<file path="config.mk">
export PLATFORM = sky130hd
export DESIGN_NAME = sgdmf_ctrl
export DESIGN_NICKNAME = d
export VERILOG_FILES = /design/src/rtl/sgdmf_pkg.sv /design/src/rtl/sgdmf_ctrl.sv
export SDC_FILE = /design/constraint.sdc
export NUM_CORES = 1
export LEC_CHECK = 0
export ABC_AREA = 1
export BUFFER_PORTS_ARGS = -buffer_cell sky130_fd_sc_hd__clkbuf_2
export CORE_MARGIN = 2
export CORE_UTILIZATION = 40
export DETAILED_ROUTE_END_ITERATION = 6
export PLACE_DENSITY = 0.75
export SYNTH_ARGS = -nofsm -noshare
export SYNTH_HDL_FRONTEND = slang
export SYNTH_SLANG_ARGS = --single-unit
</file>
<file path="constraint.sdc">
create_clock -name clk -period 3.9 [get_ports clk]
set_clock_uncertainty 0.05 [all_clocks]
set_input_delay 0.78 -clock clk [delete_from_list [all_inputs] [get_ports clk]]
set_output_delay 0.78 -clock clk [all_outputs]
set_load 0.05 [all_outputs]
</file>
<file path="src/rtl/sgdmf_pkg.sv">
// Shared types, codes and helpers for the SGD matrix factorization engine.
package sgdmf_pkg;

  localparam logic [2:0] OP_WR_ROW = 3'd0;
  localparam logic [2:0] OP_WR_COL = 3'd1;
  localparam logic [2:0] OP_TRAIN  = 3'd2;
  localparam logic [2:0] OP_EVAL   = 3'd3;
  localparam logic [2:0] OP_RD_ROW = 3'd4;
  localparam logic [2:0] OP_RD_COL = 3'd5;

  localparam logic CFG_LR   = 1'b0;
  localparam logic CFG_RANK = 1'b1;

  localparam logic [15:0] LR_RESET   = 16'd655;
  localparam logic [4:0]  RANK_RESET = 5'd16;

  localparam logic signed [55:0] Q_MAX = 56'sd2147483647;
  localparam logic signed [55:0] Q_MIN = -56'sd2147483648;

  typedef enum logic [2:0] {
    K_NOP, K_WR_ROW, K_WR_COL, K_RD_ROW, K_RD_COL, K_TRAIN, K_EVAL
  } kind_t;

  typedef enum logic [1:0] {M_DOT, M_STEP, M_ROW, M_COL} mode_t;

  typedef enum logic [1:0] {R_ZERO, R_ROW, R_COL, R_ERR} res_sel_t;

  typedef enum logic [3:0] {
    S_IDLE, S_DECODE, S_DOT_ISSUE, S_DOT_DRAIN, S_ERR, S_STEP_ISSUE,
    S_STEP_DRAIN, S_ROW_ISSUE, S_ROW_DRAIN, S_COL_ISSUE, S_COL_DRAIN, S_FINISH
  } state_t;

  typedef struct packed {
    logic     in_take;
    logic     wr_en;
    logic     rd_en;
    logic     sel_item_slot;
    logic     issue;
    mode_t    mode;
    logic     acc_clr;
    logic     err_load;
    logic     out_load;
    res_sel_t res_sel;
  } cmd_t;

  typedef struct packed {
    kind_t kind;
    logic  pipe_busy;
    logic  out_free;
    logic  rank_zero;
  } status_t;

  // Saturate a wide signed value to Q16.16; the top bit flags a clip.
  function automatic logic [32:0] clip_q(input logic signed [55:0] x);
    if (x > Q_MAX) begin
      return {1'b1, 32'h7FFF_FFFF};
    end else if (x < Q_MIN) begin
      return {1'b1, 32'h8000_0000};
    end else begin
      return {1'b0, x[31:0]};
    end
  endfunction

endpackage

</file>
<file path="src/rtl/sgdmf_ctrl.sv">
// Controller state machine that sequences reads, passes and result beats.
module sgdmf_ctrl #(
  parameter int RANK = 16,
  parameter int SW   = (RANK > 1) ? $clog2(RANK) : 1,
  parameter int NW   = $clog2(RANK + 1)
) (
  input  logic               clk,
  input  logic               rst_n,
  input  logic               in_valid,
  output logic               in_stall,
  input  sgdmf_pkg::status_t stat,
  input  logic [NW-1:0]      rank_n,
  output sgdmf_pkg::cmd_t    cmd,
  output logic [SW-1:0]      slot
);

  sgdmf_pkg::state_t state_r, state_nxt;
  logic [NW-1:0] cnt_r, cnt_nxt;
  logic last;

  assign last = ((cnt_r + NW'(1)) == rank_n);
  assign slot = cnt_r[SW-1:0];
  assign in_stall = (state_r != sgdmf_pkg::S_IDLE);

  always_ff @(posedge clk) begin
    if (!rst_n) begin
      state_r <= sgdmf_pkg::S_IDLE;
      cnt_r   <= '0;
    end else begin
      state_r <= state_nxt;
      cnt_r   <= cnt_nxt;
    end
  end

  always_comb begin
    state_nxt = state_r;
    cnt_nxt   = cnt_r;
    case (state_r)
      sgdmf_pkg::S_IDLE: begin
        cnt_nxt = '0;
        if (in_valid) state_nxt = sgdmf_pkg::S_DECODE;
      end
      sgdmf_pkg::S_DECODE: begin
        case (stat.kind)
          sgdmf_pkg::K_TRAIN, sgdmf_pkg::K_EVAL: begin
            state_nxt = stat.rank_zero ? sgdmf_pkg::S_ERR : sgdmf_pkg::S_DOT_ISSUE;
          end
          default: state_nxt = sgdmf_pkg::S_FINISH;
        endcase
      end
      sgdmf_pkg::S_DOT_ISSUE: begin
        cnt_nxt = last ? '0 : cnt_r + NW'(1);
        if (last) state_nxt = sgdmf_pkg::S_DOT_DRAIN;
      end
      sgdmf_pkg::S_DOT_DRAIN: begin
        if (!stat.pipe_busy) state_nxt = sgdmf_pkg::S_ERR;
      end
      sgdmf_pkg::S_ERR: begin
        state_nxt = (stat.kind == sgdmf_pkg::K_TRAIN) ? sgdmf_pkg::S_STEP_ISSUE
                                                     : sgdmf_pkg::S_FINISH;
      end
      sgdmf_pkg::S_STEP_ISSUE: state_nxt = sgdmf_pkg::S_STEP_DRAIN;
      sgdmf_pkg::S_STEP_DRAIN: begin
        if (!stat.pipe_busy) begin
          state_nxt = stat.rank_zero ? sgdmf_pkg::S_FINISH : sgdmf_pkg::S_ROW_ISSUE;
        end
      end
      sgdmf_pkg::S_ROW_ISSUE: begin
        cnt_nxt = last ? '0 : cnt_r + NW'(1);
        if (last) state_nxt = sgdmf_pkg::S_ROW_DRAIN;
      end
      sgdmf_pkg::S_ROW_DRAIN: begin
        if (!stat.pipe_busy) state_nxt = sgdmf_pkg::S_COL_ISSUE;
      end
      sgdmf_pkg::S_COL_ISSUE: begin
        cnt_nxt = last ? '0 : cnt_r + NW'(1);
        if (last) state_nxt = sgdmf_pkg::S_COL_DRAIN;
      end
      sgdmf_pkg::S_COL_DRAIN: begin
        if (!stat.pipe_busy) state_nxt = sgdmf_pkg::S_FINISH;
      end
      sgdmf_pkg::S_FINISH: begin
        if (stat.out_free) state_nxt = sgdmf_pkg::S_IDLE;
      end
      default: state_nxt = sgdmf_pkg::S_IDLE;
    endcase
  end

  always_comb begin
    cmd = '0;
    cmd.mode = sgdmf_pkg::M_DOT;
    cmd.res_sel = sgdmf_pkg::R_ZERO;
    case (state_r)
      sgdmf_pkg::S_IDLE: cmd.in_take = in_valid;
      sgdmf_pkg::S_DECODE: begin
        case (stat.kind)
          sgdmf_pkg::K_WR_ROW, sgdmf_pkg::K_WR_COL: begin
            cmd.wr_en = 1'b1;
            cmd.sel_item_slot = 1'b1;
          end
          sgdmf_pkg::K_RD_ROW, sgdmf_pkg::K_RD_COL: begin
            cmd.rd_en = 1'b1;
            cmd.sel_item_slot = 1'b1;
          end
          sgdmf_pkg::K_TRAIN, sgdmf_pkg::K_EVAL: cmd.acc_clr = 1'b1;
          default: cmd.acc_clr = 1'b0;
        endcase
      end
      sgdmf_pkg::S_DOT_ISSUE: begin
        cmd.issue = 1'b1;
        cmd.rd_en = 1'b1;
      end
      sgdmf_pkg::S_DOT_DRAIN: cmd.mode = sgdmf_pkg::M_DOT;
      sgdmf_pkg::S_ERR: cmd.err_load = 1'b1;
      sgdmf_pkg::S_STEP_ISSUE: begin
        cmd.issue = 1'b1;
        cmd.mode = sgdmf_pkg::M_STEP;
      end
      sgdmf_pkg::S_STEP_DRAIN: cmd.mode = sgdmf_pkg::M_STEP;
      sgdmf_pkg::S_ROW_ISSUE: begin
        cmd.issue = 1'b1;
        cmd.rd_en = 1'b1;
        cmd.mode = sgdmf_pkg::M_ROW;
      end
      sgdmf_pkg::S_ROW_DRAIN: cmd.mode = sgdmf_pkg::M_ROW;
      sgdmf_pkg::S_COL_ISSUE: begin
        cmd.issue = 1'b1;
        cmd.rd_en = 1'b1;
        cmd.mode = sgdmf_pkg::M_COL;
      end
      sgdmf_pkg::S_COL_DRAIN: cmd.mode = sgdmf_pkg::M_COL;
      sgdmf_pkg::S_FINISH: begin
        cmd.out_load = stat.out_free;
        case (stat.kind)
          sgdmf_pkg::K_RD_ROW: cmd.res_sel = sgdmf_pkg::R_ROW;
          sgdmf_pkg::K_RD_COL: cmd.res_sel = sgdmf_pkg::R_COL;
          sgdmf_pkg::K_TRAIN, sgdmf_pkg::K_EVAL: cmd.res_sel = sgdmf_pkg::R_ERR;
          default: cmd.res_sel = sgdmf_pkg::R_ZERO;
        endcase
      end
      default: cmd.in_take = 1'b0;
    endcase
  end

endmodule

</file>
Yosys cells after proc, flatten, opt, wreduce, memory -nomap -nowiden
Index checks and enable logic that the tools add are counted.
{ "classes": {"n_eq_ne": 27, "addsub": 1, "reduce_logical": 13, "muxes": 30} }
{ "ops": {"columns": ["operator", "n"], "rows": [
  ["$mux W4", 12],
  ["$pmux W4 S12", 1],
  ["$ne A2 B2 Y1 const B", 9],
  ["$eq A4 B3 Y1 const B", 4],
  ["$eq A4 B4 Y1 const B", 4],
  ["$pmux W2 S3", 2],
  ["$reduce_or A2 Y1", 6],
  ["$mux W1", 10],
  ["$pmux W5 S2", 1],
  ["$eq A3 B3 Y1 const B", 3],
  ["$reduce_and A9 Y1", 1],
  ["$eq A4 B2 Y1 const B", 2],
  ["$reduce_or A4 Y1", 2],
  ["$eq A3 B2 Y1 const B", 2],
  ["$mux W3", 2],
  ["$add A5 B1 Y5 const B", 1],
  ["$eq A5 B5 Y1", 1],
  ["$mux W5", 1],
  ["$eq A4 B1 Y1 const B", 1],
  ["$logic_not A4 Y1", 1],
  ["$reduce_bool A4 Y1", 1],
  ["$eq A3 B1 Y1 const B", 1],
  ["$reduce_or A3 Y1", 1],
  ["$pmux W1 S2", 1],
  ["$reduce_bool A2 Y1", 1]
]} }
{ "totals": {"wordCells": 73, "ff_bits": 9, "input_bits": 14, "output_inout_bits": 17} }

Depth between registers and ports, before layout
{ "depth": {"word_depth": 4, "mapped_depth": 12, "ltp_nobuf": 12} }

Least setup slack after synthesis
No wires, ideal clock.
{ "synth_path": {"kind": "input to output", "from": "in stat[4] (netlist bit)", "to": "out cmd[8] (netlist bit)", "setup_slack_ns": 0.986, "required_time_ns": 3.070, "stages": 4, "arrival_time_ns": 2.084, "n_path_buf": 0, "path_cell_list": "inv_1 > nand2_1 > nand3_1 > o21ai_0"} }
{ "synth_rtl": {"columns": ["element", "line", "text"], "rows": [
  ["from (decl)", "sgdmf_ctrl.sv:11", "input sgdmf_pkg::status_t stat,"],
  ["to (decl)", "sgdmf_ctrl.sv:13", "output sgdmf_pkg::cmd_t cmd,"]
]} }

==> metrics <==
synth top area cells dfxtp_1, nand2_1, nand3_1; maxcap violations 0; Relative slew margins 0.7909; area taken by multi-input logic gates 601.8 µm²; Setup Fix Bufs, Post-CTS 0; Pwr Density 689.2 mW/mm²; commonest non-fill, non-tap cell in the layout nand2_1; Netlist cell types 27; initial drt markers 22; Arrival @ worst endpoint 1.70 ns; drt drc 0; antenna viol nets, final 0; Die Wd 51.89 µm; sw frac 0.6022; placed cell areas 0.001072 mm²; data required time of the worst path 3.07 ns; global-route wire length before repair 3.705 mm; Die Ht 51.89 µm; CTS clock-pin slew for the worst setup and hold paths 0.05 ns; post-synthesis sequential area ratio 0.1965; leading area contributor after synthesis dfxtp_1; routability cong. 0.8150; hold buffer count at cts 0; crit path kind primary input to output port; Resized cells post-CTS 0; Cell Rows 17; worst-case clock buffer depth 2; final period utilization 0.6490; die area 0.002692 mm²; CTS tree done; H-tree levels 1; clock sink count 9; total track usage 0.1759; total CTS buffers 3; syn_nets 172; via count 1073; P_sw 455.9 µW; final WL 2.223 mm; RSZ-0062 raised after global routing false; clock root buffer clkbuf_4; Placeable Area 0.002191 mm²; CP Launch Type primary input; Post-Syn Area 917.1 µm²; Seq cells post-synth 9; part of the power in registers 0.191; combinational share of power 0.719; non-filler cells in the finished layout 215; Yosys warnings 0; actual slew at the worst max-slew pin 0.3137 ns; Reg area 180.2 µm²; HP Class flop to flop; # setup viols final 0; Internal 301.2 µW; Vias/cell 4.991; Final nets 203; WL per Instance 10.34 µm; Syn Area/Cell 5.842 µm²; grt total ovfl 0; most frequent cells in the layout nand2_1, clkbuf_2, inv_1, nand3_1, nor2_1; Port Buf Inserts 30; initial antenna violation count 0; maximum number of pins on one net before global-route repair 10; status complete, no violations; FMAX 395.1 MHz; total design power 757.1 µW; VDD IR max 0.3479 mV; Crit Path Max Fanout 4; antenna cells 0; pre-CTS setup slack 1.407 ns; leakage power 0.5805 nW; Area Overhead vs Synth 19.78%; vias in the first global route 955; Gate Count Post-Synth 157; Tmin final 2.531 ns; Filler cells 243; layout cells sized above 1 0.2995; Yosys top cell area share 0.1965; Clk pwr share 0.089; Initial Util 0.4186; post-DP HPWL 1.882 mm; I/O pin count 31; Finished Cell Area 0.001099 mm²; number of max-slew violations in the final report 0; Clock Latency Late Sink 0.25 ns; final setup TNS 0 ns; final hold vios 0; First-pass DRT Iterations 4; final worst setup slack 1.369 ns; dpl cells 211; Critical Path Sink Type output port
sequential cells by signal (all words and copies together), names as in the netlist:
signal,flops
cnt_r,5
state_r,4
stage by stage:
step / util / hold slack (ns)
after floorplan: - / 0.4065
after global placement: 0.4894 / 0.4232
after detailed placement: 0.4894 / 0.4319
after CTS: 0.5014 / 0.4398
after global routing: 0.5014 / 0.4624
final: 0.5014 / 0.4366
cells by family (layout without fill, tap and decap cells):
family                     after synthesis  after routing  synth area share
AOI/OAI and AO/OA                       24             24            0.1569
DFF                                      9              9            0.1964
and+or+nand+nor                         91             91            0.4857
buffers and inverters                   32             62            0.1473
adders and majority gates                1              1           0.01364
layout make-up:
class	count	area share
Clock buffer	4	0.02392
Timing Repair Buffer	30	0.1367
Tap cell	28	0.03189
Inverter	28	0.09567
Sequential cell	9	0.1640
Multi-Input combinational cell	116	0.5478
critical path, stage by stage:
cell	delay, ns
clkbuf_2	0.11
nand2_1	0.11
inv_1	0.09
nand2_1	0.07
o21ai_0	0.08
nand2_1	0.08
o21ai_0	0.08
clkbuf_2	0.30
cells in the mapped netlist:
library cell / number
nand3_2: 1
clkinv_1: 1
inv_1: 20
nor2_4: 2
nor3_1: 3
nand3b_1: 2
o22ai_1: 1
nor2_1: 12
or2_0: 1
ha_1: 1
a31oi_1: 1
dfxtp_1: 9
nand3_1: 16
nor2_2: 6
o21ai_1: 3
buf_4: 4
nand2_1: 41
nand4_1: 3
a21oi_1: 11
a21oi_2: 2
a211oi_1: 1
nand2_4: 1
nand3_4: 1
nand2_2: 2
inv_2: 7
o21ai_4: 1
o21ai_0: 4
power by group through the flow:
stage / clock network [mW] / logic, mW / registers (mW)
6_report: 0.0678 / 0.544 / 0.145
2_1_floorplan: 0 / 0.452 / 0.140
4_1_cts: 0.0707 / 0.548 / 0.146
3_3_place_gp: 0 / 0.541 / 0.147
3_5_place_dp: 0 / 0.547 / 0.148
5_1_grt: 0.0770 / 0.598 / 0.150
final timing paths:
path	startpoint	depth (start not counted)	end	slack (ns)
setup / recovery	stat[3]	8	cmd[8]	1.37
hold / removal	cnt_r[4]	2	cnt_r[4]	0.44
setup reg to reg	cnt_r[0]	12	state_r[1]	2.17
hold reg to reg	cnt_r[4]	2	cnt_r[4]	0.44
layer usage:
metal	GRT usage	vias up	wire length, µm
li1	-	568	-
met1	0.1989	463	998
met2	0.3312	39	1099
met3	0.04598	3	112
met4	0.02632	0	11
met5	0	-	0
Note: power is estimated with default switching activity, not from simulation.
